**src/rtl/rotation_matrix_to_quaternion_top_defines.svh**
```systemverilog
// Assertion macros for the rotation matrix to quaternion block.
`ifndef ROTATION_MATRIX_TO_QUATERNION_TOP_DEFINES_SVH
`define ROTATION_MATRIX_TO_QUATERNION_TOP_DEFINES_SVH

`ifndef SYNTH
`define RMQ_ASSERT_IMP(label, clk, rstn, ante, cons) \
    label: assert property (@(posedge clk) disable iff (!rstn) (ante) |-> (cons)) \
        else $error("rmq check failed");
`define RMQ_ASSERT_NXT(label, clk, rstn, ante, cons) \
    label: assert property (@(posedge clk) disable iff (!rstn) (ante) |=> (cons)) \
        else $error("rmq check failed");
`else
`define RMQ_ASSERT_IMP(label, clk, rstn, ante, cons)
`define RMQ_ASSERT_NXT(label, clk, rstn, ante, cons)
`endif

`endif

```
**src/rtl/rmq_pkg.sv**
```systemverilog
package rmq_pkg;

    localparam int FRAC_BITS = 14;
    localparam int IN_W      = 16;
    localparam int ONE       = 1 << FRAC_BITS;
    localparam int LANES     = 3;

    localparam int RAD_W  = ((IN_W + 2 > FRAC_BITS + 1) ? IN_W + 2 : FRAC_BITS + 1) + 1;
    localparam int RADU_W = RAD_W - 1;
    localparam int N_RAW  = RADU_W + FRAC_BITS;
    localparam int N_W    = N_RAW + (N_RAW % 2);
    localparam int ROOT_W = N_W / 2;
    localparam int REM_W  = ROOT_W + 2;

    localparam int D_W    = IN_W + 1;
    localparam int MAG_W  = IN_W + 1;
    localparam int NUM_W  = ((MAG_W + FRAC_BITS > ROOT_W) ? MAG_W + FRAC_BITS : ROOT_W) + 1;
    localparam int QB     = IN_W;
    localparam int DIV_W  = ROOT_W + 1;
    localparam int DREM_W = DIV_W + 1;
    localparam int DSTG   = QB + 1;

    localparam logic [1:0] POS_X = 2'd0;
    localparam logic [1:0] POS_Y = 2'd1;
    localparam logic [1:0] POS_Z = 2'd2;
    localparam logic [1:0] POS_W = 2'd3;

    localparam logic signed [IN_W-1:0] SMAX = {1'b0, {(IN_W-1){1'b1}}};
    localparam logic signed [IN_W-1:0] SMIN = {1'b1, {(IN_W-1){1'b0}}};

    typedef logic signed [D_W-1:0] diff_t;

    typedef struct packed {
        logic signed [IN_W-1:0] m00;
        logic signed [IN_W-1:0] m01;
        logic signed [IN_W-1:0] m02;
        logic signed [IN_W-1:0] m10;
        logic signed [IN_W-1:0] m11;
        logic signed [IN_W-1:0] m12;
        logic signed [IN_W-1:0] m20;
        logic signed [IN_W-1:0] m21;
        logic signed [IN_W-1:0] m22;
    } in_item_t;

    typedef struct packed {
        logic signed [IN_W-1:0] quat_x;
        logic signed [IN_W-1:0] quat_y;
        logic signed [IN_W-1:0] quat_z;
        logic signed [IN_W-1:0] quat_w;
        logic                   radicand_bad;
    } out_item_t;

    typedef struct packed {
        logic [1:0]             lpos;
        diff_t [LANES-1:0]      num;
        logic                   bad;
    } ctx_t;

    typedef struct packed {
        logic            neg;
        logic            ov;
        logic [QB-1:0]   q;
    } div_res_t;

    function automatic logic signed [IN_W-1:0] sat_quot(input div_res_t r);
        logic signed [IN_W-1:0] res;
        if (!r.neg) begin
            if (r.ov || (r.q > $unsigned(SMAX))) res = SMAX;
            else res = signed'(r.q);
        end else begin
            if (r.ov || (r.q > $unsigned(SMIN))) res = SMIN;
            else res = signed'(IN_W'(QB'(0) - r.q));
        end
        return res;
    endfunction

    function automatic logic signed [IN_W-1:0] sat_major(input logic [ROOT_W-1:0] s);
        logic [ROOT_W:0] h;
        h = ({1'b0, s} + (ROOT_W+1)'(1)) >> 1;
        if (h > (ROOT_W+1)'($unsigned(SMAX))) return SMAX;
        return signed'(IN_W'(h));
    endfunction

endpackage

```
**src/rtl/rmq_prep.sv**
```systemverilog
module rmq_prep (
    input  logic                         aclk,
    input  logic                         aresetn,
    input  logic                         in_valid,
    output logic                         in_ready,
    input  rmq_pkg::in_item_t            in_item,
    output logic                         out_valid,
    input  logic                         out_ready,
    output logic [rmq_pkg::RADU_W-1:0]   out_rad,
    output rmq_pkg::ctx_t                out_ctx
);
    import rmq_pkg::*;

    logic signed [RAD_W-1:0] e00, e11, e22, trace, rad;
    logic [RADU_W-1:0]       rad_next, rad_reg;
    ctx_t                    ctx_next, ctx_reg;
    logic                    vld_next, vld_reg;
    logic                    go;

    assign e00   = RAD_W'(in_item.m00);
    assign e11   = RAD_W'(in_item.m11);
    assign e22   = RAD_W'(in_item.m22);
    assign trace = e00 + e11 + e22;

    always_comb begin
        ctx_next.bad = 1'b0;
        if (trace > 0) begin
            ctx_next.lpos   = POS_W;
            rad             = trace + RAD_W'(ONE);
            ctx_next.num[0] = D_W'(in_item.m21) - D_W'(in_item.m12);
            ctx_next.num[1] = D_W'(in_item.m02) - D_W'(in_item.m20);
            ctx_next.num[2] = D_W'(in_item.m10) - D_W'(in_item.m01);
        end else if ((in_item.m00 < in_item.m11) && !(in_item.m11 < in_item.m22)) begin
            ctx_next.lpos   = POS_Y;
            rad             = e11 - e22 - e00 + RAD_W'(ONE);
            ctx_next.num[0] = D_W'(in_item.m01) + D_W'(in_item.m10);
            ctx_next.num[1] = D_W'(in_item.m21) + D_W'(in_item.m12);
            ctx_next.num[2] = D_W'(in_item.m02) - D_W'(in_item.m20);
        end else if ((in_item.m00 < in_item.m11) || (in_item.m00 < in_item.m22)) begin
            ctx_next.lpos   = POS_Z;
            rad             = e22 - e00 - e11 + RAD_W'(ONE);
            ctx_next.num[0] = D_W'(in_item.m02) + D_W'(in_item.m20);
            ctx_next.num[1] = D_W'(in_item.m12) + D_W'(in_item.m21);
            ctx_next.num[2] = D_W'(in_item.m10) - D_W'(in_item.m01);
        end else begin
            ctx_next.lpos   = POS_X;
            rad             = e00 - e11 - e22 + RAD_W'(ONE);
            ctx_next.num[0] = D_W'(in_item.m10) + D_W'(in_item.m01);
            ctx_next.num[1] = D_W'(in_item.m20) + D_W'(in_item.m02);
            ctx_next.num[2] = D_W'(in_item.m21) - D_W'(in_item.m12);
        end
        if (rad < 1) begin
            ctx_next.bad = 1'b1;
            rad_next     = RADU_W'(1);
        end else begin
            rad_next     = rad[RADU_W-1:0];
        end
    end

    assign go       = !vld_reg || out_ready;
    assign in_ready = go;
    assign vld_next = go ? in_valid : vld_reg;

    always_ff @(posedge aclk) begin
        if (!aresetn) begin
            vld_reg <= 1'b0;
        end else begin
            vld_reg <= vld_next;
        end
    end

    always_ff @(posedge aclk) begin
        if (go) begin
            rad_reg <= rad_next;
            ctx_reg <= ctx_next;
        end
    end

    assign out_valid = vld_reg;
    assign out_rad   = rad_reg;
    assign out_ctx   = ctx_reg;

endmodule

```
**config.mk**
```make
export PLATFORM = sky130hd
export DESIGN_NAME = rmq_prep
export DESIGN_NICKNAME = d
export VERILOG_FILES = /design/src/rtl/rotation_matrix_to_quaternion_top_defines.svh /design/src/rtl/rmq_pkg.sv /design/src/rtl/rmq_prep.sv
export SDC_FILE = /design/constraint.sdc
export NUM_CORES = 1
export LEC_CHECK = 0
export BUFFER_PORTS_ARGS = -buffer_cell sky130_fd_sc_hd__buf_2
export CAP_MARGIN = 15
export CELL_PAD_IN_SITES_DETAIL_PLACEMENT = 1
export CELL_PAD_IN_SITES_GLOBAL_PLACEMENT = 1
export CORE_AREA = 5 5 170 238
export CTS_CLUSTER_SIZE = 30
export DETAILED_ROUTE_END_ITERATION = 16
export DIE_AREA = 0 0 175 243
export GPL_TIMING_DRIVEN = 0
export PLACE_DENSITY = 0.72
export SETUP_SLACK_MARGIN = 0.2
export SYNTH_ARGS = -nofsm -noshare
export SYNTH_HDL_FRONTEND = slang
export SYNTH_SLANG_ARGS = --single-unit
export TNS_END_PERCENT = 10
```
**constraint.sdc**
```tcl
create_clock -name aclk -period 9.5 [get_ports aclk]
set_input_delay 1.9 -clock aclk [delete_from_list [all_inputs] [get_ports aclk]]
set_output_delay 1.9 -clock aclk [all_outputs]
set_load 0.03 [all_outputs]
```
Word-level counts from Yosys, hierarchy flattened
Index checks and enable logic that the tools add are counted. Widths: inputs -> output; s select.

$add $sub $neg: 18. $mul: 0. Div/mod/pow operators: 0. Order comparisons: 5. Equal/unequal tests: 0. Shifts and indexed selects: 0. Multiplexer cells: 7. Bitwise gates (word level): 0. Reductions and logical operators: 6.

Operator list (count): $mux 53 (2); $sub 16x16->17 (6); $add 18x16->19 const B (4); $add 16x16->17 (4); $mux 19 (3); $sub 17x16->18 (3); $mux 51 (1); $lt 16x16->1 (3); $lt 19x2->1 const B (1); $add 17x16->18 (1); $gt 18x1->1 const B (1); $logic_not 1->1 (2); $logic_or 1x1->1 (2); $reduce_or 2->1 (1); $logic_and 1x1->1 (1); $mux 1 (1).

Register bits: 73. Latch bits: 0. Bits in writable memories: 0. Memory bits (read-only): 0. Input port bits: 148. Output and inout bits: 74. Word-level logic and storage cells: 44. Memories kept: 0.

Depth between registers and ports, before layout
Gate-level depths: netlist (run 1).

Depth after elaboration: 8. Gate-level depth with buffers: 21. Mapped depth without buffers: 20.

Least setup slack after synthesis (run 1)
Ideal clock, no wire load.

Path type: input to register. Start: input port in_item[7] (netlist name). End: register rad_reg[6] (netlist: out_rad[6]) (data pin). Arrival: 5650 ps. Required time: 9226 ps. Setup slack: 3576 ps. Stages on the path: 17. Cells stage by stage: inv_1 > fa_1 > clkbuf_1 > inv_1 > ha_1 > ha_1 > nor3_1 > nor2_1 > a311o_1 > a31oi_1 > nand2b_1 > a21oi_1 > a2111oi_0 > a31oi_1 > o2bb2ai_1 > clkbuf_1 > o22ai_1.

Longest elaborated chain between the ends: 7. Elaborated cells between the ends (all ways): 20. Those cells by class: add/sub: 10; order compare: 4; mux: 3; reduce/logical: 3.

Ends and longest elaborated chain: start: declaration (RTL line rmq_prep.sv:6) `input rmq_pkg::in_item_t in_item,`; $sub 16x16->17 (RTL line rmq_prep.sv:41) `rad = e22 - e00 - e11 + RAD_W'(ONE);`; $sub 17x16->18 (RTL line rmq_prep.sv:41); $add 18x16->19 (RTL line rmq_prep.sv:41); $mux 19 (RTL line rmq_prep.sv:39) `end else if ((in_item.m00 < in_item.m11) || (in_item.m00 < in_item.m22)) begin`; $mux 19 (RTL line rmq_prep.sv:33) `end else if ((in_item.m00 < in_item.m11) && !(in_item.m11 < in_item.m22)) begin`; $mux 19 * (RTL line rmq_prep.sv:27) `if (trace > 0) begin`; $lt 19x2->1 (RTL line rmq_prep.sv:52) `if (rad < 1) begin`; end signal: assignment (RTL line rmq_prep.sv:74) `rad_reg <= rad_next;`; end: declaration (RTL line rmq_prep.sv:15) `logic [RADU_W-1:0] rad_next, rad_reg;`.

Mark *: on every way between the ends. The rest lies on a longest branch, timed or not. A chain may end at the register's enable or synchronous reset.

Worst setup path after layout (run 1)
Start: input port in_item[7] (netlist name). End: register rad_reg[5] (netlist: out_rad[5]) (data pin).

Same word-level chain as after synthesis.

==> metrics.yaml, run 1 <==
sta:
  setup_viol: 0
  min_period_over_period_pct: 74.48
  tightest_slew_ns: 1.102
  fin_tns_setup_ns: 0
  finalHoldViolCount: 0
  min_period_ns: 7.076
  setup_ws_ns: 2.424
  fin_skew_ns: 0.007978
  drv_slew: 0
  slew_headroom_pct: 24.61
  whs_ns: 0.7132
  fmax_mhz: 141.3
  rsz0062_at_grt: "no"
synth:
  netlist_instances: 1777
  synth_flop_cell: "edfxtp_1"
  ys_async_sr_fraction_pct: 0
  synth_seq_cells: 73
  synth-edff-count: 72
  yosys.area.top_type: "ha_1"
  yosys_warnings: 0
  ys_seq_area_share_pct: 14.50
  synth_area_um2: 15050
  synth_cell_type_count: 82
  synth_top_cell_area_share_pct: 24.20
  synth_nets: 2292
  ys_top_cells_by_area: "ha_1, edfxtp_1, fa_1"
  synth_area_per_cell_um2: 8.468
critical_path:
  cp_cell_sequence: "buf_2, inv_1, fa_1, clkbuf_1, inv_1, ha_1, ha_1, nor3_1, nor2_1, a311o_1, a31oi_1, nand2b_1, a21oi_1, a2111oi_0, a31oi_1, o2bb2ai_1, clkbuf_1, o21ai_1"
  crit_path_max_fanout: 10
  crit_path_end_kind: "register"
  arrival_ns: 7.14
  cp.required_ns: 9.57
  slowest_stage: "o2bb2ai_1"
  cp-start-kind: "primary input"
  path_class: "primary input to register"
  cpPeakStageDelay_ns: 0.73
finish:
  antenna_cells: 0
  area_growth_pct: 13.79
  drive_gt1_share_pct: 14.13
  fin_util_pct: 44.98
  nNetsFinal: 2527
  fillers: 4733
job:
  maxCapViolations: 0
power:
  clockPowerShare_pct: 12.5
  p_int_w: 0.001489
  power_switching_w: 0.001604
  powerDensity_nw_per_um2: 180.6
  power_leakage_nw: 8.087
  power_w: 0.003092
  p_seq_share_pct: 18.6
  p_sw_share_pct: 51.86
  irDropWorstVdd_mv: 0.09929
  comb_power_share_pct: 68.9
clock_tree:
  cts_tree: "yes"
  post_cts_buffers: 0
  clkSinkCount: 73
  cts-htree-levels: 3
  cts_buffer_depth: 2
  clk_latency_ns: 0.36
  cts.repair.resized: 0
  path_clk_slew_ns: 0.07
  numCtsBuffers: 9
  cts_root_buf: "clkbuf_16"
  cts_hold_buf: 0
placement:
  pre_cts_slack_ns: 1.998
  hpwl_mm: 45.83
  place.gp.congestion: 0.8875
  io_buffers: 221
hold_path:
  hp-class: "register to register"
grt:
  grt_pass1_vias: 15401
  antenna_found_initial: 0
  grt_pass1_wl_mm: 82.97
  track_usage_pct: 24.60
  gr-total-overflow: 0
  grt_max_degree: 61
die:
  die_area_um2: 42530
  die_w_um: 175
  num_io_pins: 222
  rows: 85
  die_h_um: 243
  core_area_um2: 38070
  start_util_pct: 39.52
drt:
  totalWireLength_mm: 53.24
  drt-initial-drc-count: 570
  drcViolationCount: 0
  via_per_inst: 5.568
  wire_per_inst_um: 21.34
  dr.pass1.iters: 5
  ant_nets: 0
  via_count: 13892
run_status:
  status: "complete, no violations"
logic make-up after synthesis:
group | after synthesis | share of synthesized area [%]
multiplexers | 26 | 1.788
buffers and inverters | 245 | 6.302
AND/OR/NAND/NOR | 482 | 15.98
flip-flops | 73 | 14.50
AO/OA/AOI/OAI | 472 | 20.60
adder cells (fa/ha/maj) | 367 | 34.31
XOR/XNOR | 112 | 6.519
path summary, 6_finish.rpt:
kind | start | to | slack (ns) | cells past startpoint
worst max-delay path | in_item[7] | out_rad[5]$_SDFFCE_PP0P_ | 2.42 | 18
worst min-delay path | out_valid$_SDFFE_PN0P_ | out_ctx[48]$_DFFE_PP_ | 0.71 | 1
worst max register to register | out_valid$_SDFFE_PN0P_ | out_ctx[21]$_DFFE_PP_ | 8.23 | 2
worst min register to register | out_valid$_SDFFE_PN0P_ | out_ctx[48]$_DFFE_PP_ | 0.71 | 1
flip-flops by register name (all words and copies together) (netlist names):
| signal | flops |
|---|---|
| out_rad | 18 |
| out_valid | 1 |
| out_ctx | 54 |
Yosys cell counts (6+ instances only):
cell	n
or2_2	11
a21oi_1	131
nor3_1	42
inv_1	193
o21ai_0	83
and3_1	13
nor3b_1	10
nor2b_1	39
nand4_1	9
o21ai_1	8
ha_1	291
o21a_1	7
a2111oi_0	11
a221oi_1	7
mux2i_1	19
nand2b_1	29
nor2_1	126
edfxtp_1	72
fa_1	76
xnor2_1	86
o21bai_1	26
a21o_1	19
a211oi_1	21
nand2_1	113
and2_1	10
xor2_1	26
a31o_2	6
nor4_1	6
nand3_1	34
o31ai_1	14
a22oi_1	19
a211o_1	8
clkbuf_1	42
mux2_2	7
o22ai_1	20
a31oi_1	17
or3_1	20
o211ai_1	16
metrics by stage:
stage	std cells	instance area, um^2
2_1_floorplan	1777	15050
3_3_place_gp	2476	16750
3_5_place_dp	2477	16790
4_1_cts	2493	17110
5_1_grt	2495	17120
6_report	2495	17120
per-layer routing:
layer | wire, um | track usage [%]
met1 | 20280 | 25.75
met2 | 29240 | 49.28
met3 | 1417 | 2.148
met4 | 2302 | 10.31
met5 | 0 | 0
worst max-delay path, delay by kind of cell:
kind                       cells  cell delay [ns]
and+or+nand+nor                3             0.51
buffers and inverters          5             1.33
adders and majority gates      3             1.35
AOI/OAI and AO/OA              7             2.05
power by group through the flow:
stage / clock network [W] / registers [W] / logic, W
4_1_cts: 0.000397 / 0.000575 / 0.00213
6_report: 0.000387 / 0.000575 / 0.00213
2_1_floorplan: 0 / 0.000813 / 0.00119
5_1_grt: 0.000409 / 0.000584 / 0.00231
3_3_place_gp: 0 / 0.000580 / 0.00207
3_5_place_dp: 0 / 0.000580 / 0.00212
layout by cell type (no fill, tap or decap), types with 7 or more instances in the layout:
master	synthesis	final
buf_2	5	226
o21ai_1	8	8
a211oi_1	21	21
nor3_1	42	42
or3_1	20	20
and3_1	13	13
a211o_1	8	8
a22oi_1	19	19
o31ai_1	14	14
o21bai_1	26	26
clkbuf_16	0	9
nor2_1	126	126
fa_1	76	76
xnor2_1	86	86
inv_1	193	193
a21o_1	19	19
nand2_1	113	113
o21a_1	7	7
o21ai_0	83	83
a2111oi_0	11	11
a21oi_1	131	131
nand3_1	34	34
or2_2	11	11
nor2b_1	39	39
o22ai_1	20	20
ha_1	291	291
edfxtp_1	72	72
and2_1	10	10
clkbuf_1	42	43
mux2_2	7	7
xor2_1	26	26
nand4_1	9	9
mux2i_1	19	19
nand2b_1	29	28
nor3b_1	10	10
a31oi_1	17	17
o211ai_1	16	16
a221oi_1	7	7
layout make-up:
class / instances / area, um^2 / area share [%]
buffer: 51 / 220.2 / 1.286
clock buffer: 10 / 229.0 / 1.337
clock inverter: 6 / 92.59 / 0.5407
inverter: 194 / 728.2 / 4.253
multi-input combinational: 1459 / 11930 / 69.64
sequential: 73 / 2182 / 12.74
tap: 478 / 598.1 / 3.493
timing repair buffer: 224 / 1149 / 6.708
Note: power is estimated with default switching activity, not from simulation.
==> run 2, diff against run 1 <==
ABC_AREA = 1   (was default)
CORE_AREA = 5 5 172 240   (was 5 5 170 238)
DIE_AREA = 0 0 177 245   (was 0 0 175 243)
PLACE_DENSITY = 0.74   (was 0.72)
clock period = 7.2 ns   (was 9.5 ns; I/O delays follow)
==> run 2 against run 1 <==
Effect of this change: worst setup slack got worse by 1.9 ns; global-route usage rose by 2.2 points; combinational power up 32%; die area grew 2.0%; sequential cell count stayed put; clock skew grew 0.00062 ns; hold slack got worse by 0.072 ns; largest cell class unchanged; highest routed layer unchanged.
==> metrics.yaml, run 2 <==
die:
  num_io_pins: 222  # unchanged
  die_area_um2: 43370  # +2.0%
  rows: 86  # +1.2%
  start_util_pct: 39.30  # -0.23 points
  die_w_um: 177  # +1.1%
  core_area_um2: 38950  # +2.3%
  die_h_um: 245  # +0.82%
synth:
  synth_top_cell_area_share_pct: 23.79  # -0.41 points
  synth_nets: 2616  # +14%
  ys_async_sr_fraction_pct: 0  # unchanged
  ys_top_cells_by_area: "ha_1, edfxtp_1, nand2_1"
  yosysMostFrequentCell: "nand2_1"
  synthTopCellsByCount: "nand2_1, inv_1, ha_1, a21oi_1, nor2_1"
  yosys.area.top_type: "ha_1"
  ys_seq_area_share_pct: 14.26  # -0.25 points
  synth_flop_cell: "edfxtp_1"
  synth_area_per_cell_um2: 7.286  # -14%
  synth-edff-count: 72  # unchanged
  synth_area_um2: 15310  # +1.7%
  synth_seq_cells: 73  # unchanged
  netlist_instances: 2101  # +18%
  yosys_warnings: 0  # unchanged
  synth_cell_type_count: 55  # -33%
clock_tree:
  post_cts_buffers: 0  # unchanged
  cts_hold_buf: 0  # unchanged
  cts_tree: "yes"
  numCtsBuffers: 9  # unchanged
  cts_root_buf: "clkbuf_16"
  cts.repair.resized: 0  # unchanged
  clkSinkCount: 73  # unchanged
  path_clk_slew_ns: 0.07  # about the same
  cts-htree-levels: 3  # unchanged
  cts_buffer_depth: 2  # unchanged
  clk_latency_ns: 0.36  # about the same
sta:
  drv_slew: 0  # unchanged
  setup_viol: 0  # unchanged
  tightest_slew_ns: 0.7775  # -0.3248 ns
  finalHoldViolCount: 0  # unchanged
  whs_ns: 0.6408  # -0.07240 ns
  rsz0062_at_grt: "no"
  fin_tns_setup_ns: 0  # unchanged
  fmax_mhz: 149.5
  slew_headroom_pct: 47.70  # +23 points
  fin_skew_ns: 0.008601  # +0.0006232 ns
  min_period_ns: 6.690
  min_period_over_period_pct: 92.91
critical_path:
  path_class: "primary input to register"
  cp_num_cells: 30  # +12
  cp-endpoint: "out_rad[15]$_SDFFCE_PP0P_"
  slowest_stage: "fa_1"
  crit_path_end_kind: "register"
  crit_family: "simple AND/OR/NAND/NOR gates"
  reg2reg_slack_ns: 5.98  # -2.25 ns
  r2r_end: "out_rad[13]$_SDFFCE_PP0P_"
  worstRegToRegCells: 2  # unchanged
  arrival_ns: 6.80  # -0.34 ns
  crit_path_max_fanout: 10  # unchanged
  rr_startpoint: "out_valid$_SDFFE_PN0P_"
  cp-start-kind: "primary input"
  cp-startpoint: "in_item[9]"
  cpPeakStageDelay_ns: 0.60  # -0.13 ns
  crit_buf_inv: 3  # -2
  cp.required_ns: 7.31  # -2.26 ns
power:
  power_w: 0.004068  # +32%
  power_leakage_nw: 9.345  # +16%
  powerDensity_nw_per_um2: 233.8  # +29%
  irDropWorstVdd_mv: 0.2099  # +110%
placement:
  io_buffers: 221  # unchanged
  place.gp.congestion: 0.9810  # +11%
  hpwl_mm: 51.87  # +13%
  place_area_um2: 17110  # +1.9%
drt:
  drcViolationCount: 0  # unchanged
  via_count: 15014  # +8.1%
  wire_per_inst_um: 20.49  # -4.0%
  totalWireLength_mm: 58.76  # +10%
  drt-initial-drc-count: 576  # +1.1%
  via_per_inst: 5.237  # -5.9%
  ant_nets: 0  # unchanged
  dr.pass1.iters: 6  # +1
finish:
  multi_input_comb_area_um2: 11660  # -2.2%
  nNetsFinal: 2849  # +13%
  layout_commonest_cell: "nand2_1"
  seqCellArea_um2: 2182  # unchanged
  mostFrequentLayoutCells: "nand2_1, inv_1, ha_1, buf_2, a21oi_1"
  antenna_cells: 0  # unchanged
  area_growth_pct: 13.69  # about the same
  largest_register_ff_count: 54  # unchanged
  final_area_um2: 17400  # +1.6%
  drive_gt1_share_pct: 12.31  # -1.8 points
  fillers: 5098  # +7.7%
grt:
  antenna_found_initial: 0  # unchanged
  grt_pass1_vias: 16732  # +8.6%
  grt_max_degree: 68  # +11%
  grt_pass1_wl_mm: 90.07  # +8.6%
  track_usage_pct: 26.79  # +2.2 points
  gr-total-overflow: 0  # unchanged
run_status:
  status: "complete, no violations"
job:
  maxCapViolations: 0  # unchanged
hold_path:
  hp-class: "register to register"
## run 2: changes by cell type in the layout (fill, tap and decap cells not counted), sizes merged, moves of 29 or more
cell    before  now
nor2       127  168
inv        194  337
nor2b       39    0
nand2b      29    0
nand2      113  437
nand3       34  134
a21oi      131  167
xnor2       86   11
xor2        26   86
## run 2: per-layer routing
| metal | global-route usage, % | part of all wire (%) | up-vias |
|---|---|---|---|
| li1 | - | - | 7311 |
| met1 | 26.20 | 35 | 7235 |
| met2 | 54.29 | 56 | 340 |
| met3 | 1.864 | 2.9 | 128 |
| met4 | 14.78 | 6.7 | 0 |
| met5 | 0 | 0 | - |
## run 2: layout make-up
cell class	count	share of cell area [%]
well taps	528	3.796
inverters	335	7.226
flip-flops and latches	73	12.54
clock inverters	7	0.3954
clock buffers	9	1.294
multi-input cells	1649	67.02
repair buffers	222	6.514
plain buffers	44	1.215
## run 2: logic make-up (layout without fill, tap and decap cells)
kind of cell    count (synthesis)  count (layout)  synth area share [%]
compound gates                370             370                 14.17
xor+xnor                       97              97                 5.550
fa+ha+maj                     367             367                 33.73
buf+inv                       379             617                 9.596
flops                          73              73                 14.26
simple gates                  815             815                 22.70
## run 2: worst min path at each step
stage,from,endpoint,slack [ns],cells after the start
6_report,out_valid$_SDFFE_PN0P_,out_ctx[39]$_DFFE_PP_,0.64,1
5_1_grt,out_valid$_SDFFE_PN0P_,out_ctx[39]$_DFFE_PP_,0.66,1
4_1_cts,out_valid$_SDFFE_PN0P_,out_ctx[39]$_DFFE_PP_,0.64,1
3_5_place_dp,out_valid$_SDFFE_PN0P_,out_ctx[39]$_DFFE_PP_,0.63,1
3_3_place_gp,in_valid,out_valid$_SDFFE_PN0P_,1.69,3
2_1_floorplan,in_valid,out_valid$_SDFFE_PN0P_,1.58,2
## run 2: report_power, final
group	total [W]	switching (W)	internal, W
Clock	0.000474	0.000206	0.000269
Combinational	0.00282	0.00195	0.000869
Sequential	0.000773	0.0000841	0.000688
## run 2: per-stage QoR
stage	utilization (%)	setup slack [ns]	cells
final	44.68	0.5101	2867
after global routing	44.68	0.2470	2867
after CTS	44.68	0.5030	2867
after detailed placement	43.92	0.1404	2851
after global placement	43.83	0.1814	2850
after floorplan	-	1.942	2101
==> run 3, diff against run 2 <==
CTS_BUF_LIST = sky130_fd_sc_hd__clkbuf_2 sky130_fd_sc_hd__clkbuf_4 sky130_fd_sc_hd__clkbuf_8   (was default)
==> run 3 against run 2 <==
Effect of this change: worst setup slack better by 0.043 ns; hold slack better by 0.0029 ns; cell count stayed put; utilization is 0.26 points lower; largest cell class unchanged.
==> metrics.yaml, run 3 (same netlist as run 2, synthesis figures left out) <==
run_status:
  status: "complete, no violations"
drt:
  dr.pass1.iters: 4  # -2
  drt-initial-drc-count: 622  # +8.0%
  wire_per_inst_um: 20.52  # +0.14%
  totalWireLength_mm: 58.84  # +0.14%
  ant_nets: 0  # unchanged
  drcViolationCount: 0  # unchanged
  via_per_inst: 5.240  # about the same
  via_count: 15022  # +0.053%
critical_path:
  crit_path_max_fanout: 10  # unchanged
  path_class: "primary input to register"
  crit_path_end_kind: "register"
  cpPeakStageDelay_ns: 0.60  # about the same
  cp-start-kind: "primary input"
  cp.required_ns: 7.36  # +0.05 ns
  slowest_stage: "fa_1"
  crit_family: "simple AND/OR/NAND/NOR gates"
  crit_buf_inv: 3  # unchanged
  arrival_ns: 6.81  # about the same
finish:
  largest_register_ff_count: 54  # unchanged
  layout_commonest_cell: "nand2_1"
  mostFrequentLayoutCells: "nand2_1, inv_1, ha_1, buf_2, a21oi_1"
  nNetsFinal: 2849  # unchanged
  drive_gt1_share_pct: 12.31  # unchanged
  final_area_um2: 17300  # -0.58%
  antenna_cells: 0  # unchanged
  fillers: 5118  # +0.39%
  area_growth_pct: 13.03
grt:
  antenna_found_initial: 0  # unchanged
  grt_pass1_vias: 16732  # unchanged
  grt_max_degree: 68  # unchanged
  track_usage_pct: 26.82  # +0.038 points
  grt_pass1_wl_mm: 90.17  # +0.11%
  gr-total-overflow: 0  # unchanged
die:
  die_w_um: 177  # unchanged
  core_area_um2: 38950  # unchanged
  die_area_um2: 43370  # unchanged
  start_util_pct: 39.30  # unchanged
  die_h_um: 245  # unchanged
  num_io_pins: 222  # unchanged
  rows: 86  # unchanged
sta:
  fin_tns_setup_ns: 0  # unchanged
  min_period_over_period_pct: 92.32  # -0.60 points
  tightest_slew_ns: 0.7640  # -0.01351 ns
  fmax_mhz: 150.4  # +0.65%
  finalHoldViolCount: 0  # unchanged
  drv_slew: 0  # unchanged
  setup_ws_ns: 0.5532  # +0.04305 ns
  min_period_ns: 6.647  # -0.04305 ns
  rsz0062_at_grt: "no"
  setup_viol: 0  # unchanged
  slew_headroom_pct: 48.61  # +0.91 points
  fin_skew_ns: 0.01342  # +0.004821 ns
placement:
  pre_cts_slack_ns: 0.1404  # unchanged
  hpwl_mm: 51.87  # unchanged
  place.gp.congestion: 0.9810  # unchanged
  place_area_um2: 17110  # unchanged
  io_buffers: 221  # unchanged
clock_tree:
  clk_latency_ns: 0.40  # +0.04 ns
  cts_hold_buf: 0  # unchanged
  cts_buffer_depth: 2  # unchanged
  path_clk_slew_ns: 0.09  # +0.02 ns
  post_cts_buffers: 0  # unchanged
  clkSinkCount: 73  # unchanged
  cts.repair.resized: 0  # unchanged
  cts-htree-levels: 3  # unchanged
  numCtsBuffers: 9  # unchanged
  cts_tree: "yes"
  cts_root_buf: "clkbuf_8"
job:
  maxCapViolations: 0  # unchanged
power:
  power_leakage_nw: 9.299  # -0.49%
  power_w: 0.003950  # -2.9%
  irDropWorstVdd_mv: 0.1823  # -13%
  powerDensity_nw_per_um2: 228.3  # -2.3%
hold_path:
  hp-class: "register to register"
[run 3: metal layers]
layer  up-vias  track usage [%]  routed length (um)
li1       7310                -                   -
met1      7240            26.28               20610
met2       341            54.22               32640
met3       131            1.957                1554
met4         0            14.85                4044
met5         -                0                   0
[run 3: through the flow]
step	util [%]	hold WS, ns	instances
global route	44.42	0.6675	2867
global placement	43.83	1.685	2850
CTS	44.42	0.6488	2867
detailed placement	43.92	0.6279	2851
floorplan	-	1.581	2101
finish	44.42	0.6437	2867
[run 3: power breakdown]
part,internal [W],switching [W]
combinational,0.000869,0.00196
sequential,0.000687,0.0000853
clock,0.000160,0.000192
[run 3: layout make-up]
| cell class | instances | area (um^2) | area share [%] |
|---|---|---|---|
| buffer | 44 | 211.5 | 1.222 |
| clock buffer | 9 | 123.9 | 0.7159 |
| clock inverter | 7 | 68.82 | 0.3977 |
| inverter | 335 | 1257 | 7.268 |
| multi-input combinational | 1649 | 11660 | 67.41 |
| sequential | 73 | 2182 | 12.61 |
| tap | 528 | 660.6 | 3.818 |
| timing repair buffer | 222 | 1134 | 6.552 |
[run 3: final timing paths]
kind	endpoint	cells after the start	from	slack (ns)
min	out_ctx[39]$_DFFE_PP_	1	out_valid$_SDFFE_PN0P_	0.64
max reg2reg	out_rad[17]$_SDFFCE_PP0P_	2	out_valid$_SDFFE_PN0P_	5.98
min reg2reg	out_ctx[39]$_DFFE_PP_	1	out_valid$_SDFFE_PN0P_	0.64
max	out_rad[15]$_SDFFCE_PP0P_	30	in_item[9]	0.55
