File: src/rtl/rotation_matrix_to_quaternion_top_defines.svh
// Assertion macros for the rotation matrix to quaternion block.
`ifndef ROTATION_MATRIX_TO_QUATERNION_TOP_DEFINES_SVH
`define ROTATION_MATRIX_TO_QUATERNION_TOP_DEFINES_SVH

`ifndef SYNTH
`define RMQ_ASSERT_IMP(label, clk, rstn, ante, cons) \
    label: assert property (@(posedge clk) disable iff (!rstn) (ante) |-> (cons)) \
        else $error("rmq check failed");
`define RMQ_ASSERT_NXT(label, clk, rstn, ante, cons) \
    label: assert property (@(posedge clk) disable iff (!rstn) (ante) |=> (cons)) \
        else $error("rmq check failed");
`else
`define RMQ_ASSERT_IMP(label, clk, rstn, ante, cons)
`define RMQ_ASSERT_NXT(label, clk, rstn, ante, cons)
`endif

`endif

File: src/rtl/rmq_pkg.sv
package rmq_pkg;

    localparam int FRAC_BITS = 14;
    localparam int IN_W      = 16;
    localparam int ONE       = 1 << FRAC_BITS;
    localparam int LANES     = 3;

    localparam int RAD_W  = ((IN_W + 2 > FRAC_BITS + 1) ? IN_W + 2 : FRAC_BITS + 1) + 1;
    localparam int RADU_W = RAD_W - 1;
    localparam int N_RAW  = RADU_W + FRAC_BITS;
    localparam int N_W    = N_RAW + (N_RAW % 2);
    localparam int ROOT_W = N_W / 2;
    localparam int REM_W  = ROOT_W + 2;

    localparam int D_W    = IN_W + 1;
    localparam int MAG_W  = IN_W + 1;
    localparam int NUM_W  = ((MAG_W + FRAC_BITS > ROOT_W) ? MAG_W + FRAC_BITS : ROOT_W) + 1;
    localparam int QB     = IN_W;
    localparam int DIV_W  = ROOT_W + 1;
    localparam int DREM_W = DIV_W + 1;
    localparam int DSTG   = QB + 1;

    localparam logic [1:0] POS_X = 2'd0;
    localparam logic [1:0] POS_Y = 2'd1;
    localparam logic [1:0] POS_Z = 2'd2;
    localparam logic [1:0] POS_W = 2'd3;

    localparam logic signed [IN_W-1:0] SMAX = {1'b0, {(IN_W-1){1'b1}}};
    localparam logic signed [IN_W-1:0] SMIN = {1'b1, {(IN_W-1){1'b0}}};

    typedef logic signed [D_W-1:0] diff_t;

    typedef struct packed {
        logic signed [IN_W-1:0] m00;
        logic signed [IN_W-1:0] m01;
        logic signed [IN_W-1:0] m02;
        logic signed [IN_W-1:0] m10;
        logic signed [IN_W-1:0] m11;
        logic signed [IN_W-1:0] m12;
        logic signed [IN_W-1:0] m20;
        logic signed [IN_W-1:0] m21;
        logic signed [IN_W-1:0] m22;
    } in_item_t;

    typedef struct packed {
        logic signed [IN_W-1:0] quat_x;
        logic signed [IN_W-1:0] quat_y;
        logic signed [IN_W-1:0] quat_z;
        logic signed [IN_W-1:0] quat_w;
        logic                   radicand_bad;
    } out_item_t;

    typedef struct packed {
        logic [1:0]             lpos;
        diff_t [LANES-1:0]      num;
        logic                   bad;
    } ctx_t;

    typedef struct packed {
        logic            neg;
        logic            ov;
        logic [QB-1:0]   q;
    } div_res_t;

    function automatic logic signed [IN_W-1:0] sat_quot(input div_res_t r);
        logic signed [IN_W-1:0] res;
        if (!r.neg) begin
            if (r.ov || (r.q > $unsigned(SMAX))) res = SMAX;
            else res = signed'(r.q);
        end else begin
            if (r.ov || (r.q > $unsigned(SMIN))) res = SMIN;
            else res = signed'(IN_W'(QB'(0) - r.q));
        end
        return res;
    endfunction

    function automatic logic signed [IN_W-1:0] sat_major(input logic [ROOT_W-1:0] s);
        logic [ROOT_W:0] h;
        h = ({1'b0, s} + (ROOT_W+1)'(1)) >> 1;
        if (h > (ROOT_W+1)'($unsigned(SMAX))) return SMAX;
        return signed'(IN_W'(h));
    endfunction

endpackage

File: src/rtl/rmq_sqrt.sv
module rmq_sqrt (
    input  logic                         aclk,
    input  logic                         aresetn,
    input  logic                         in_valid,
    output logic                         in_ready,
    input  logic [rmq_pkg::RADU_W-1:0]   in_rad,
    input  rmq_pkg::ctx_t                in_ctx,
    output logic                         out_valid,
    input  logic                         out_ready,
    output logic [rmq_pkg::ROOT_W-1:0]   out_root,
    output rmq_pkg::ctx_t                out_ctx
);
    import rmq_pkg::*;

    typedef struct packed {
        logic [REM_W-1:0]  rem;
        logic [ROOT_W-1:0] root;
        logic [N_W-1:0]    n;
        ctx_t              ctx;
    } sq_t;

    sq_t               st_reg  [ROOT_W];
    sq_t               st_next [ROOT_W];
    logic [ROOT_W-1:0] vld_reg, vld_next;
    logic [ROOT_W:0]   go;

    always_comb begin
        go[ROOT_W] = out_ready;
        for (int s = ROOT_W - 1; s >= 0; s--) begin
            go[s] = !vld_reg[s] || go[s+1];
        end
    end

    always_comb begin
        sq_t              src;
        logic [REM_W-1:0] rem_sh;
        logic [REM_W-1:0] trial;
        for (int s = 0; s < ROOT_W; s++) begin
            if (s == 0) begin
                src.rem  = '0;
                src.root = '0;
                src.n    = N_W'(in_rad) << FRAC_BITS;
                src.ctx  = in_ctx;
                vld_next[s] = go[s] ? in_valid : vld_reg[s];
            end else begin
                src = st_reg[s-1];
                vld_next[s] = go[s] ? vld_reg[s-1] : vld_reg[s];
            end
            rem_sh = {src.rem[REM_W-3:0], src.n[N_W-1 -: 2]};
            trial  = {src.root, 2'b01};
            st_next[s]     = src;
            st_next[s].n   = src.n << 2;
            if (rem_sh >= trial) begin
                st_next[s].rem  = rem_sh - trial;
                st_next[s].root = {src.root[ROOT_W-2:0], 1'b1};
            end else begin
                st_next[s].rem  = rem_sh;
                st_next[s].root = {src.root[ROOT_W-2:0], 1'b0};
            end
        end
    end

    always_ff @(posedge aclk) begin
        if (!aresetn) begin
            vld_reg <= '0;
        end else begin
            vld_reg <= vld_next;
        end
    end

    always_ff @(posedge aclk) begin
        for (int s = 0; s < ROOT_W; s++) begin
            if (go[s]) begin
                st_reg[s] <= st_next[s];
            end
        end
    end

    assign in_ready  = go[0];
    assign out_valid = vld_reg[ROOT_W-1];
    assign out_root  = st_reg[ROOT_W-1].root;
    assign out_ctx   = st_reg[ROOT_W-1].ctx;

endmodule

File: config.mk
export PLATFORM = sky130hd
export DESIGN_NAME = rmq_sqrt
export DESIGN_NICKNAME = d
export VERILOG_FILES = /design/src/rtl/rotation_matrix_to_quaternion_top_defines.svh /design/src/rtl/rmq_pkg.sv /design/src/rtl/rmq_sqrt.sv
export SDC_FILE = /design/constraint.sdc
export NUM_CORES = 1
export LEC_CHECK = 0
export ABC_AREA = 1
export BUFFER_PORTS_ARGS = -buffer_cell sky130_fd_sc_hd__buf_2
export CAP_MARGIN = 0
export CELL_PAD_IN_SITES_DETAIL_PLACEMENT = 1
export CELL_PAD_IN_SITES_GLOBAL_PLACEMENT = 1
export CORE_MARGIN = 1
export CORE_UTILIZATION = 45
export CTS_CLUSTER_SIZE = 10
export DETAILED_ROUTE_END_ITERATION = 7
export GPL_TIMING_DRIVEN = 0
export PLACE_DENSITY_LB_ADDON = 0.3
export SETUP_SLACK_MARGIN = 0.5
export SLEW_MARGIN = 20
export SYNTH_ARGS = -nofsm -noshare
export SYNTH_HDL_FRONTEND = slang
export SYNTH_SLANG_ARGS = --single-unit
File: constraint.sdc
create_clock -name aclk -period 9.6 [get_ports aclk]
set_input_delay 1.44 -clock aclk [delete_from_list [all_inputs] [get_ports aclk]]
set_output_delay 1.44 -clock aclk [all_outputs]
set_load 0.1 [all_outputs]
# Word-level counts from Yosys, hierarchy flattened
# Memories as Yosys holds them, arrays and structs flattened.
# Cells that the tools add are included.
[totals]
out_inout_bits = 72
word_cells = 129
latchBits = 0
mem_count = 1
in_bits = 76
register_bits = 16
mem_bits_rw = 1888
romBits = 0
[classes]
order_cmp = 16
n_shift = 0
div_mod_pow = 0
n_addsub = 16
bitwise_logic = 0
n_mux = 48
eq_ne = 0
mul = 0
reduce_logical = 32
[memory_table]
columns = ["name", "words", "word_bits", "rd", "rd_clocked_by_memory_dff", "wr", "line_no", "source"]
rows = [
  ["st_reg", 16, 118, 16, 0, 16, "rmq_sqrt.sv:22", "sq_t st_reg [ROOT_W];"],
]
[op_table]
columns = ["operator", "count"]
rows = [
  ["34-bit two-way mux", 16],
  ["18-bit greater-or-equal comparator", 15],
  ["18-bit subtractor", 15],
  ["1-bit two-way mux", 32],
  ["1-bit logical NOT", 16],
  ["1-bit logical OR", 16],
  ["2-bit by 1-bit subtractor with 3-bit output, second input constant", 1],
  ["2-bit by 1-bit greater-or-equal comparator with 1-bit output, second input constant", 1],
]

# Logic depth before layout (Yosys ltp)
# Gate-level depths: netlist (run 1).
[logic_depth]
word_depth = 19
ltp_mapped = 15
ltp_nobuf = 15

# Worst setup path before layout (run 1)
# Ideal clock, no wire load.
[synth_timing]
path_type = "input to output"
startpoint = "input port out_ready"
endpoint = "output port in_ready"
n_path_buf = 0
path_slack_ps = 1530
required_time_ps = 8160
cell_stages = 8
arrival_time_ps = 6630
cell_sequence = "inv_1 -> nand4_4 -> nor3_4 -> nand4_4 -> nor2_4 -> nand4_4 -> nor2_8 -> nand4_4"
[synth_via]
elab_chain_cells = 16
[synth_rtl]
columns = ["item", "line_no", "source"]
rows = [
  ["start: declaration", "rmq_sqrt.sv:9", "input logic out_ready,"],
  ["1-bit logical OR (3 in a row)", "rmq_sqrt.sv:30", "go[s] = !vld_reg[s] || go[s+1];"],
  ["net go[13]", "rmq_sqrt.sv:25", "logic [ROOT_W:0] go;"],
  ["1-bit logical OR (5 in a row)", "rmq_sqrt.sv:30", ""],
  ["net go[8]", "rmq_sqrt.sv:25", ""],
  ["1-bit logical OR (4 in a row)", "rmq_sqrt.sv:30", ""],
  ["net go[4]", "rmq_sqrt.sv:25", ""],
  ["1-bit logical OR (4 in a row)", "rmq_sqrt.sv:30", ""],
  ["end: declaration", "rmq_sqrt.sv:5", "output logic in_ready,"],
]
# The timed path passes the listed nets, and every way through them passes these cells.

# Final worst setup path (run 1)
# Ends and elaborated chain as after synthesis.

==> metrics.md, run 1 <==
| Metric | Value |
|---|---|
| Slew at the pin closest to its max-slew limit | around 830 ps |
| Hold_buf cts | 0 |
| Yosys top cell by area | edfxtp_1 |
| Worst vdd ir | around 150 uV |
| Hold Crit Class | reg -> reg |
| Sw frac | between 20% and 30% |
| Clock power frac | a little over a third |
| Final WL | approximately 85000 um |
| Yosys synthesis warning count | 0 |
| Area contributors post-synth | edfxtp_1 79%, ha_1 3.5%, nand2_1 2.7%, inv_1 2.3%, a21oi_1 1.5% |
| FP Rows | 120 |
| WS Path Type | in -> out |
| Synthesized area per cell | about 16 um2 |
| Clk_lat worst skew | between 700 and 800 ps |
| MaxCap Viol Count | 0 |
| Critical-path maximum fanout | 20 |
| Fmax | approximately 0.17 GHz |
| Post-Syn Instances | 3034 |
| #FFs+latches synth | ~1.3k |
| DP HPWL | ~60000 um |
| Netlist cell types | 66 |
| Area growth syn-to-layout | 15.0% |
| Vias | between 20k and 25k |
| Max Slew Vio Count | 0 |
| Max_slew headroom | 44.4% |
| Min Tclk post-route | 6000 ps |
| Critical path data required time | approximately 8200 ps |
| Antenna violations before repair | 9 |
| Core footprint | roughly 110000 um2 |
| Switching Power | 0.00354 W |
| Startpoint Class | input port |
| Die Y | around 330 um |
| Syn Std Cell Area | 49100 um2 |
| Global route overflow | 0 |
| Share of cells above drive strength 1 | between 10% and 20% |
| Port Buf Inserts | about 150 |
| Outcome | completed |
| DRT Pass-1 Iters | 4 |
| 1st-iter DRT viols | about 1.1k |
| Syn Nets | between 3k and 4k |
| Uppermost layer routed | met5 |
| Combinational power share | between 10 and 15% |
| Die area | approximately 110000 um2 |
| Synth Flop Type | edfxtp_1 |
| Met2 wire len | 44000 um |
| Non-Filler Cell Area, Final | between 50000 and 60000 um2 |
| Post-synthesis sequential area ratio | between 70% and 80% |
| CTS sink cnt | about 1.3k |
| Post_cts resized | 0 |
| Met1 wire length | ~36000 um |
| Sequential share of power | about half |
| Area post-placement | between 50000 and 60000 um2 |
| Largest net degree at the start of global routing | 87 |
| First-pass GRT wire length | roughly 130000 um |
| WL met3 | approximately 3100 um |
| Crit. End Element | output pin |
| Ys async rst share | 0% |
| Setup TNS | 0 ps |
| Diodes inserted | 0 |
| GPL Wtd Cong | roughly 0.85 |
| Critical-path cell list | buf_2 -> inv_1 -> nand4_4 -> nor3_4 -> nand4_4 -> nor2_4 -> nand4_4 -> nor2_8 -> nand4_4 -> buf_2 |
| TritonCTS clock tree | done |
| Share of the synthesized area in the top cell type | 78.9% |
| Largest register FFs | about 1.3k |
| CTS buffer count | 153 |
| Horiz. Die Dim | approximately 330 um |
| Skew final | 25.7 ps |
| Vias in the first global route | 25.5k |
| Post-DRT Antenna Nets | 0 |
| Unrepaired setup endpoints after global routing | no |
| Synth cell count leaders | 1290 x edfxtp_1, 351 x nand2_1, 295 x inv_1 |
| Pint | between 0.01 and 0.015 W |
| EDFF count, synth | about 1.3k |
| Nets@finish | between 3k and 4k |
| Fillers | ~10k |
| Drt drc | 0 |
| Root buf cell | clkbuf_16 |
| Final Cycle Share | between 60% and 70% |
| Final hold violations | 0 |
| Clk pin slew, worst setup/hold paths | 50 ps |
| Most instantiated library cell after synthesis | edfxtp_1 |
| Worst EP arrival | between 4000 and 5000 ps |
| Max clock buf depth | 3 |
| I/O pins | approximately 150 |
| H-tree levels | 4 |
| Total GRT Usage | 15.7% |
| Leak Pwr | between 20 and 25 nW |
| Pwr dens | about 250 nW/um2 |
| Most frequent cell on the critical path | nand4_4 |
| Slowest stage cell, crit path | nand4_4 |
| Final setup fails | 0 |
| Post-CTS setup buffer count | 0 |
| WL/cell | between 15 and 20 um |
| Initial core utilization | 45.6% |
| Vias per Instance | between 4 and 5 |
| Max incr delay on CP | between 400 and 500 ps |
## cells in the final DEF (no fill, tap or decap), types with 7 or more instances in the layout
cell type	instances
nor2_2	11
nand2_1	348
buf_16	10
buf_12	10
ha_1	139
clkbuf_1	20
nand2_2	8
a21oi_2	7
inv_4	7
nand3_1	83
a31oi_1	10
o21ai_0	100
o21ai_2	21
nand4_1	23
buf_4	72
nor3_1	35
nor4_1	8
inv_1	290
a21oi_1	148
clkbuf_16	157
xor2_1	71
nor2_1	149
xnor2_1	56
o21ai_1	8
inv_2	8
clkinv_2	8
dfxtp_1	16
or2_2	15
buf_2	156
edfxtp_1	1290
## worst paths after layout
check | from | endpoint | slack [ps] | cells after the start
worst max-delay path | out_ready | in_ready | 3600 | 10
worst min-delay path | st_reg[0][141]$_DFFE_PP_ | st_reg[0][259]$_DFFE_PP_ | 410 | 0
worst max register to register | vld_reg[15]$_SDFFE_PN0P_ | st_reg[0][155]$_DFFE_PP_ | 5610 | 8
worst min register to register | st_reg[0][141]$_DFFE_PP_ | st_reg[0][259]$_DFFE_PP_ | 410 | 0
## cell families after synthesis
kind of cell / after synthesis / synth area share [%]
compound gates: 335 / 3.94
xor+xnor: 127 / 2.26
fa+ha+maj: 145 / 3.79
buf+inv: 396 / 3.71
flops: 1306 / 79.5
mux: 2 / 0.0458
other cells: 1 / 0.00763
simple gates: 722 / 6.73
## through the flow
stage / total power [W] / cells / hold slack [ps] / setup WS, ps / utilization, %
finish: 0.0142 / 4807 / 410 / 3600 / 52.5
global placement: 0.00922 / 4584 / 400 / -1210 / 47.9
global route: 0.0149 / 4807 / 410 / 3240 / 52.5
CTS: 0.0144 / 4807 / 402 / 3450 / 52.5
detailed placement: 0.00932 / 4604 / 405 / 3460 / 48.5
floorplan: 0.00878 / 3034 / 400 / 1530 / -
## worst max-delay path: cells and delay by family
kind                   cells  cell delay [ps]
and+or+nand+nor            7             2450
buffers and inverters      3              650
## power groups by stage
stage	Combinational [W]	Sequential (W)	Clock, W
6_report	0.00184	0.00736	0.00505
5_1_grt	0.00208	0.00742	0.00536
4_1_cts	0.00186	0.00736	0.00519
3_5_place_dp	0.00185	0.00747	0
3_3_place_gp	0.00178	0.00743	0
2_1_floorplan	0.00146	0.00732	0
## layer usage
metal / GRT usage [%] / vias to the layer above
met5: 0 / -
met4: 5.23 / 2
met3: 3.10 / 145
met2: 28.3 / 376
met1: 18.6 / 11300
li1: - / 11500
## layout make-up
type | count | area, um2 | share of cell area, %
repair buffers | 167 | 1210 | 2.14
flip-flops and latches | 1306 | 39100 | 69.1
clock buffers | 177 | 4020 | 7.12
multi-input cells | 1332 | 8310 | 14.7
clock inverters | 26 | 300 | 0.532
plain buffers | 90 | 664 | 1.18
inverters | 306 | 1170 | 2.07
well taps | 1403 | 1760 | 3.11
Power figures use the tool's default switching activity.
==> run 2, diff against run 1 <==
==> constraint.sdc (replaced) <==
create_clock -name aclk -period 5.9 [get_ports aclk]
set_input_delay 0.885 -clock aclk [delete_from_list [all_inputs] [get_ports aclk]]
set_output_delay 0.885 -clock aclk [all_outputs]
set_load 0.1 [all_outputs]
==> metrics.md, run 2 (synthesis results as in run 1) <==
| Metric | Value |
|---|---|
| Outcome | completed (unchanged) |
| Most frequent cell on the critical path | nand4_4 (unchanged) |
| Nets@finish | 3579 (was 3577) |
| Post-DRT Antenna Nets | 0 (unchanged) |
| Final setup fails | 0 (unchanged) |
| Slowest stage cell, crit path | dfxtp_1 (was nand4_4) |
| Worst EP arrival | 4090 ps (was 4560 ps) |
| Reg2reg end | st_reg[0][196]$_DFFE_PP_ (was st_reg[0][155]$_DFFE_PP_) |
| Area post-placement | 52200 um2 (about the same) |
| Largest register FFs | 1290 (unchanged) |
| First-pass GRT wire length | 137000 um (was 135000 um) |
| Min Hold Slack | 325 ps (was 410 ps) |
| Dpl cells | 4604 (unchanged) |
| TritonCTS clock tree | done (unchanged) |
| Worst Setup SP | vld_reg[14]$_SDFFE_PN0P_ (was out_ready) |
| Antenna violations before repair | 5 (was 9) |
| Fmax | between 0.2 and 0.25 GHz |
| GPL Wtd Cong | 0.833 (was 0.845) |
| WHS Endpoint | st_reg[0][3]$_DFFE_PP_ (was st_reg[0][259]$_DFFE_PP_) |
| Total power | 0.0230 W (was 0.0142 W) |
| Diodes inserted | 0 (unchanged) |
| I/O pins | 148 (unchanged) |
| Clock power frac | 35.0% (was 35.4%) |
| Die area | 110000 um2 (unchanged) |
| Pwr dens | 408 nW/um2 (was 252 nW/um2) |
| Slew at the pin closest to its max-slew limit | 989 ps (was 826 ps) |
| Final hold violations | 0 (unchanged) |
| Max incr delay on CP | 460 ps (was 430 ps) |
| Max clock buf depth | 3 (unchanged) |
| Critical path data required time | 5020 ps (was 8160 ps) |
| Combinational power share | 13.0% (was 12.9%) |
| Sw frac | 25.2% (was 24.9%) |
| WS Path Type | reg -> out (was in -> out) |
| R2R cell count | 8 (unchanged) |
| Most frequent cells in the layout | 1290 x edfxtp_1, 348 x nand2_1, 289 x inv_1 (was 1290 x edfxtp_1, 348 x nand2_1, 290 x inv_1) |
| Unrepaired setup endpoints after global routing | no (unchanged) |
| Skew final | 23.5 ps (was 25.7 ps) |
| Drt drc | 0 (unchanged) |
| Worst hold start | in_ctx[3] (was st_reg[0][141]$_DFFE_PP_) |
| Vias | 23.6k (was 23.4k) |
| Vias per Instance | 4.91 (was 4.86) |
| DP HPWL | 61000 um (was 60300 um) |
| Fillers | 10.2k (about the same) |
| Die Y | 332 um (unchanged) |
| Utilization after layout | 52.4% (was 52.5%) |
| Switching Power | 0.00579 W (was 0.00354 W) |
| Final WL | 86600 um (was 85000 um) |
| Worst hold path cell count | 1 (was 0) |
| Root buf cell | clkbuf_16 (unchanged) |
| Port Buf Inserts | 147 (unchanged) |
| Total GRT Usage | 15.9% (was 15.7%) |
| Register area | 39100 um2 (about the same) |
| Global route overflow | 0 (unchanged) |
| Vias in the first global route | 26.1k (was 25.5k) |
| Critical-path cell list | nand4_4 -> nor3_4 -> nand4_4 -> nor2_4 -> nand4_4 -> nor2_8 -> nand4_4 -> buf_12 -> buf_2 (was buf_2 -> inv_1 -> nand4_4 -> nor3_4 -> nand4_4 -> nor2_4 -> nand4_4 -> nor2_8 -> nand4_4 -> buf_2) |
| Non-Filler Cell Area, Final | 56400 um2 (was 56500 um2) |
| Max_slew headroom | 33.5% (was 44.4%) |
| Leak Pwr | 22.5 nW (was 22.6 nW) |
| CTS buffer count | 152 (was 153) |
| Core footprint | 108000 um2 (unchanged) |
| Startpoint Class | flop (was input port) |
| Clk_lat worst skew | 730 ps (about the same) |
| Share of cells above drive strength 1 | 16.0% (was 16.1%) |
| Critical-path maximum fanout | 44 (was 20) |
| Non-filler cells, final | 4810 (was 4807) |
| Area growth syn-to-layout | 14.8% (was 15.0%) |
| Crit. End Element | output pin (unchanged) |
| Reg2Reg Launch Point | vld_reg[14]$_SDFFE_PN0P_ (was vld_reg[15]$_SDFFE_PN0P_) |
| Min Tclk post-route | roughly 5000 ps |
| Pint | 0.0172 W (was 0.0107 W) |
| MaxCap Viol Count | 0 (unchanged) |
| WL/cell | 18.0 um (was 17.7 um) |
| Initial core utilization | 45.6% (unchanged) |
| Worst vdd ir | 255 uV (was 147 uV) |
| DRT Pass-1 Iters | 5 (was 4) |
| Reg2Reg Setup Slack | 2080 ps (was 5610 ps) |
| FP Rows | 120 (unchanged) |
| Commonest non-fill, non-tap cell in the layout | edfxtp_1 (unchanged) |
| Multi-input logic area | 8320 um2 (was 8310 um2) |
| Horiz. Die Dim | 332 um (unchanged) |
| Hold Crit Class | in -> reg (was reg -> reg) |
| Clk pin slew, worst setup/hold paths | 50 ps (about the same) |
| Final Cycle Share | 84.3% |
| Sequential share of power | 52.0% (was 51.6%) |
| Max Slew Vio Count | 0 (unchanged) |
| 1st-iter DRT viols | 995 (was 1119) |
| Largest net degree at the start of global routing | 87 (unchanged) |
| CTS sink cnt | 1306 (unchanged) |
| H-tree levels | 4 (unchanged) |
==> run 2: worst max path at each step <==
| stage | slack (ps) | end | cells after the start |
|---|---|---|---|
| after floorplan | -1020 | in_ready | 8 |
| after global placement | -3640 | in_ready | 10 |
| after detailed placement | 6 | in_ready | 11 |
| after CTS | 850 | in_ready | 9 |
| after global routing | 720 | in_ready | 9 |
| final | 920 | in_ready | 9 |
==> run 2: layer usage <==
metal	vias to the layer above	GRT usage [%]	part of all wire (%)
met5	-	0	0
met4	0	5.56	2.4
met3	150	2.89	3.2
met2	358	29.5	53
met1	11600	18.3	41
li1	11500	-	-
==> run 2: what timing repair did <==
item	in CTS	in global routing
resized for setup	0	0
setup buffers	2	0
setup endpoints to repair	1	0
hold buffers	0	0
==> run 2: final cells by class <==
type	instances	share of cell area, %
buffer	90	1.18
sequential	1306	69.3
multi-input combinational	1333	14.8
tap	1403	3.11
clock buffer	181	6.98
clock inverter	22	0.455
inverter	306	2.10
timing repair buffer	169	2.14
==> run 2: worst max-delay path, delay by kind of cell (launching register included) <==
kind | cells | cell delay (ps)
buffers and inverters | 2 | 550
DFF | 1 | 460
and+or+nand+nor | 7 | 2280
==> run 2: power by group through the flow <==
| stage | combinational [W] | sequential, W | clock [W] |
|---|---|---|---|
| detailed placement | 0.00301 | 0.0122 | 0 |
| CTS | 0.00304 | 0.0120 | 0.00829 |
| floorplan | 0.00237 | 0.0119 | 0 |
| finish | 0.00300 | 0.0120 | 0.00804 |
| global route | 0.00338 | 0.0121 | 0.00855 |
| global placement | 0.00290 | 0.0121 | 0 |
==> run 2: through the flow <==
step	setup TNS (ps)	setup slack [ps]
5_1_grt	0	718
6_report	0	925
4_1_cts	0	851
3_5_place_dp	0	6.08
3_3_place_gp	-1992160	-3640
2_1_floorplan	-293800	-1020
==> run 3, diff against run 2 <==
--- a/config.mk
+++ b/config.mk
@@ -5,7 +5,7 @@
 export SDC_FILE = /design/constraint.sdc
 export NUM_CORES = 1
 export LEC_CHECK = 0
-export ABC_AREA = 1
+export ABC_AREA = 0
 export BUFFER_PORTS_ARGS = -buffer_cell sky130_fd_sc_hd__buf_2
 export CAP_MARGIN = 0
 export CELL_PAD_IN_SITES_DETAIL_PLACEMENT = 1
==> constraint.sdc (replaced) <==
create_clock -name aclk -period 4.1 [get_ports aclk]
set_input_delay 0.615 -clock aclk [delete_from_list [all_inputs] [get_ports aclk]]
set_output_delay 0.615 -clock aclk [all_outputs]
set_load 0.1 [all_outputs]
==> metrics.md, run 3 <==
| Metric | Value |
|---|---|
| Placement Setup Slack | -1190 ps (was 6.08 ps) |
| GPL Wtd Cong | 0.866 (was 0.833) |
| Netlist cell types | 81 (was 66) |
| Commonest non-fill, non-tap cell in the layout | edfxtp_1 (unchanged) |
| DRT Pass-1 Iters | 5 (unchanged) |
| Adder-cell share of the synthesized area | 3.85% (was 3.79%) |
| Unrepaired setup endpoints after global routing | yes (was no) |
| Skew final | 62.3 ps (was 23.5 ps) |
| Share of the synthesized area in the top cell type | 80.3% (was 78.9%) |
| Outcome | completed (unchanged) |
| Simple-gate share of the synthesized area | 4.49% (was 6.73%) |
| Leak Pwr | 21.9 nW (was 22.5 nW) |
| Core footprint | 106000 um2 (was 108000 um2) |
| Ys async rst share | 0% (unchanged) |
| Die Y | 329 um (was 332 um) |
| Worst vdd ir | 356 uV (was 255 uV) |
| EDFF count, synth | 1290 (unchanged) |
| Worst hold path cell count | 1 (unchanged) |
| Port Buf Inserts | 147 (unchanged) |
| Total GRT Usage | 15.8% (was 15.9%) |
| 1st-iter DRT viols | 922 (was 995) |
| Most frequent cells in the layout | 1290 x edfxtp_1, 165 x inv_1, 153 x clkbuf_16 (was 1290 x edfxtp_1, 348 x nand2_1, 289 x inv_1) |
| Area growth syn-to-layout | 16.5% (was 14.8%) |
| Antenna violations before repair | 7 (was 5) |
| Reg2Reg Launch Point | st_reg[1][219]$_DFFE_PP_ (was vld_reg[14]$_SDFFE_PN0P_) |
| Yosys synthesis warning count | 0 (unchanged) |
| First-pass GRT wire length | 132000 um (was 137000 um) |
| Clk pin slew, worst setup/hold paths | 50 ps (about the same) |
| Critical-path maximum fanout | 19 (was 44) |
| H-tree levels | 4 (unchanged) |
| Pwr dens | 584 nW/um2 (was 408 nW/um2) |
| Final WL | 83900 um (was 86600 um) |
| Largest family of logic cells by synthesized area | simple AND/OR/NAND/NOR gates (unchanged) |
| Total power | 0.0328 W (was 0.0230 W) |
| Horiz. Die Dim | 329 um (was 332 um) |
| Reg2Reg Setup Slack | 660 ps (was 2080 ps) |
| Post-Syn Instances | 2662 (was 3034) |
| Synthesized area per cell | 18.1 um2 (was 16.2 um2) |
| Max clock buf depth | 3 (unchanged) |
| Share of cells above drive strength 1 | 16.8% (was 16.0%) |
| Synth cell count leaders | 1290 x edfxtp_1, 174 x inv_1, 139 x ha_1 (was 1290 x edfxtp_1, 351 x nand2_1, 295 x inv_1) |
| Max Slew Vio Count | 0 (unchanged) |
| Final setup fails | 0 (unchanged) |
| Compound-Gate Fraction of Synth Area | 4.28% (was 3.94%) |
| CTS buffer count | 151 (was 152) |
| Largest register FFs | 1290 (unchanged) |
| Largest net degree at the start of global routing | 86 (was 87) |
| Slowest stage cell, crit path | dfxtp_4 (was dfxtp_1) |
| DP HPWL | 56700 um (was 61000 um) |
| Most instantiated library cell after synthesis | edfxtp_1 (unchanged) |
| WHS Endpoint | st_reg[0][36]$_DFFE_PP_ (was st_reg[0][3]$_DFFE_PP_) |
| Yosys top cell by area | edfxtp_1 (unchanged) |
| R2R cell count | 10 (was 8) |
| Reg2reg end | st_reg[1][349]$_DFFE_PP_ (was st_reg[0][196]$_DFFE_PP_) |
| Most frequent cell on the critical path | and3_4 (was nand4_4) |
| WS Path Type | reg -> out (unchanged) |
| Min Tclk post-route | 3500 ps |
| Root buf cell | clkbuf_16 (unchanged) |
| CTS sink cnt | 1306 (unchanged) |
| Critical-path cell list | nor2b_4 -> clkinvlp_4 -> nor4_4 -> and3_4 -> and2_4 -> and3_4 -> nand2_8 -> buf_12 (was nand4_4 -> nor3_4 -> nand4_4 -> nor2_4 -> nand4_4 -> nor2_8 -> nand4_4 -> buf_12 -> buf_2) |
| #FFs+latches synth | 1306 (unchanged) |
| I/O pins | 148 (unchanged) |
| Final hold violations | 0 (unchanged) |
| Final Cycle Share | 85.3% |
| Worst EP arrival | 2880 ps (was 4090 ps) |
| Clk_lat worst skew | 750 ps (was 730 ps) |
| Crit. End Element | output pin (unchanged) |
| Max_slew headroom | 47.6% (was 33.5%) |
| Max incr delay on CP | 360 ps (was 460 ps) |
| Syn Std Cell Area | 48300 um2 (was 49100 um2) |
| Vias per Instance | 5.00 (was 4.91) |
| Fmax | approximately 0.29 GHz |
| Worst setup margin | 604 ps (was 925 ps) |
| Worst hold start | in_ctx[36] (was in_ctx[3]) |
| Area contributors post-synth | edfxtp_1 80%, ha_1 3.6%, inv_1 1.4%, xor2_1 1.3%, xnor2_1 1.3% (was edfxtp_1 79%, ha_1 3.5%, nand2_1 2.7%, inv_1 2.3%, a21oi_1 1.5%) |
| Syn Nets | 2883 (was 3255) |
| Nets@finish | 3256 (was 3579) |
| Synth Flop Type | edfxtp_1 (unchanged) |
| Post-DRT Antenna Nets | 0 (unchanged) |
| Initial core utilization | 45.6% (about the same) |
| MaxCap Viol Count | 0 (unchanged) |
| Hold Crit Class | in -> reg (unchanged) |
| TritonCTS clock tree | done (unchanged) |
| Vias in the first global route | 24.9k (was 26.1k) |
| Post-synthesis sequential area ratio | 80.9% (was 79.5%) |
| Slew at the pin closest to its max-slew limit | 780 ps (was 989 ps) |
| Startpoint Class | flop (unchanged) |
| Global route overflow | 0 (unchanged) |
| Vias | 22.4k (was 23.6k) |
| Mux share of post-synthesis cell area | 1.25% (was 0.0459%) |
| FP Rows | 119 (was 120) |
| Critical path data required time | 3480 ps (was 5020 ps) |
| Drt drc | 0 (unchanged) |
| Utilization after layout | 53.1% (was 52.4%) |
| WL/cell | 18.7 um (was 18.0 um) |
| Die area | 109000 um2 (was 110000 um2) |
| Post-Synth XOR/XNOR Area | 2.59% (was 2.26%) |
-- run 3: area by class of cell --
class / count / area (um2)
clock inverters: 23 / 345
well taps: 1391 / 1740
plain buffers: 85 / 596
multi-input cells: 1097 / 8110
inverters: 176 / 687
diodes: 1 / 2.50
repair inverters: 1 / 5.00
fillers: 9659 / 49600
clock buffers: 190 / 3970
repair buffers: 217 / 1720
flip-flops and latches: 1306 / 39100
-- run 3: timing repair --
item,in CTS,in global routing
endpoints found under the setup margin,367,25
resized for setup,10,12
hold buffers,46,0
setup buffers,5,0
gates cloned,3,0
pin swaps,4,0
hold endpoints to repair,46,0
-- run 3: layer usage --
| layer | wire, um | track usage [%] | part of all wire, % |
|---|---|---|---|
| met1 | 32300 | 17.2 | 38 |
| met2 | 46100 | 29.9 | 55 |
| met3 | 3260 | 3.27 | 3.9 |
| met4 | 2200 | 5.83 | 2.6 |
| met5 | 17 | 0 | 0.020 |
-- run 3: worst max-delay path by stage --
stage	from	to	slack [ps]	depth (start not counted)
2_1_floorplan	vld_reg[15]$_SDFFE_PN0P_	st_reg[1][236]$_DFFE_PP_	-1030	6
3_3_place_gp	out_ready	st_reg[1][350]$_DFFE_PP_	-3220	7
3_5_place_dp	out_ready	in_ready	-1190	9
4_1_cts	vld_reg[15]$_SDFFE_PN0P_	in_ready	350	8
5_1_grt	vld_reg[15]$_SDFFE_PN0P_	in_ready	410	8
6_report	vld_reg[15]$_SDFFE_PN0P_	in_ready	600	8
-- run 3: cells by family (layout without fill, tap and decap cells) --
group	count (synthesis)	in the layout
flops	1306	1306
simple gates	422	424
compound gates	331	331
buf+inv	261	692
fa+ha+maj	145	145
xor+xnor	142	142
mux	54	54
other cells	1	2
-- run 3: worst max-delay path: cells and delay by family, from the launching register on --
family                 cells  cell delay [ps]
and+or+nand+nor            6             1330
buffers and inverters      2              420
DFF                        1              360
-- run 3: power by group --
group	total [W]	switching [W]	internal, W
combinational	0.00393	0.00222	0.00171
clock	0.0118	0.00490	0.00686
sequential	0.0171	0.000752	0.0164
-- run 3: stage by stage --
step	setup TNS, ps	area (um2)	hold slack, ps	instances
2_1_floorplan	-300140	48300	400	2662
3_3_place_gp	-1808210	50800	400	4200
5_1_grt	0	56200	12.8	4486
4_1_cts	0	56200	0.632	4486
3_5_place_dp	-80920	51300	405	4219
6_report	0	56200	56.9	4487
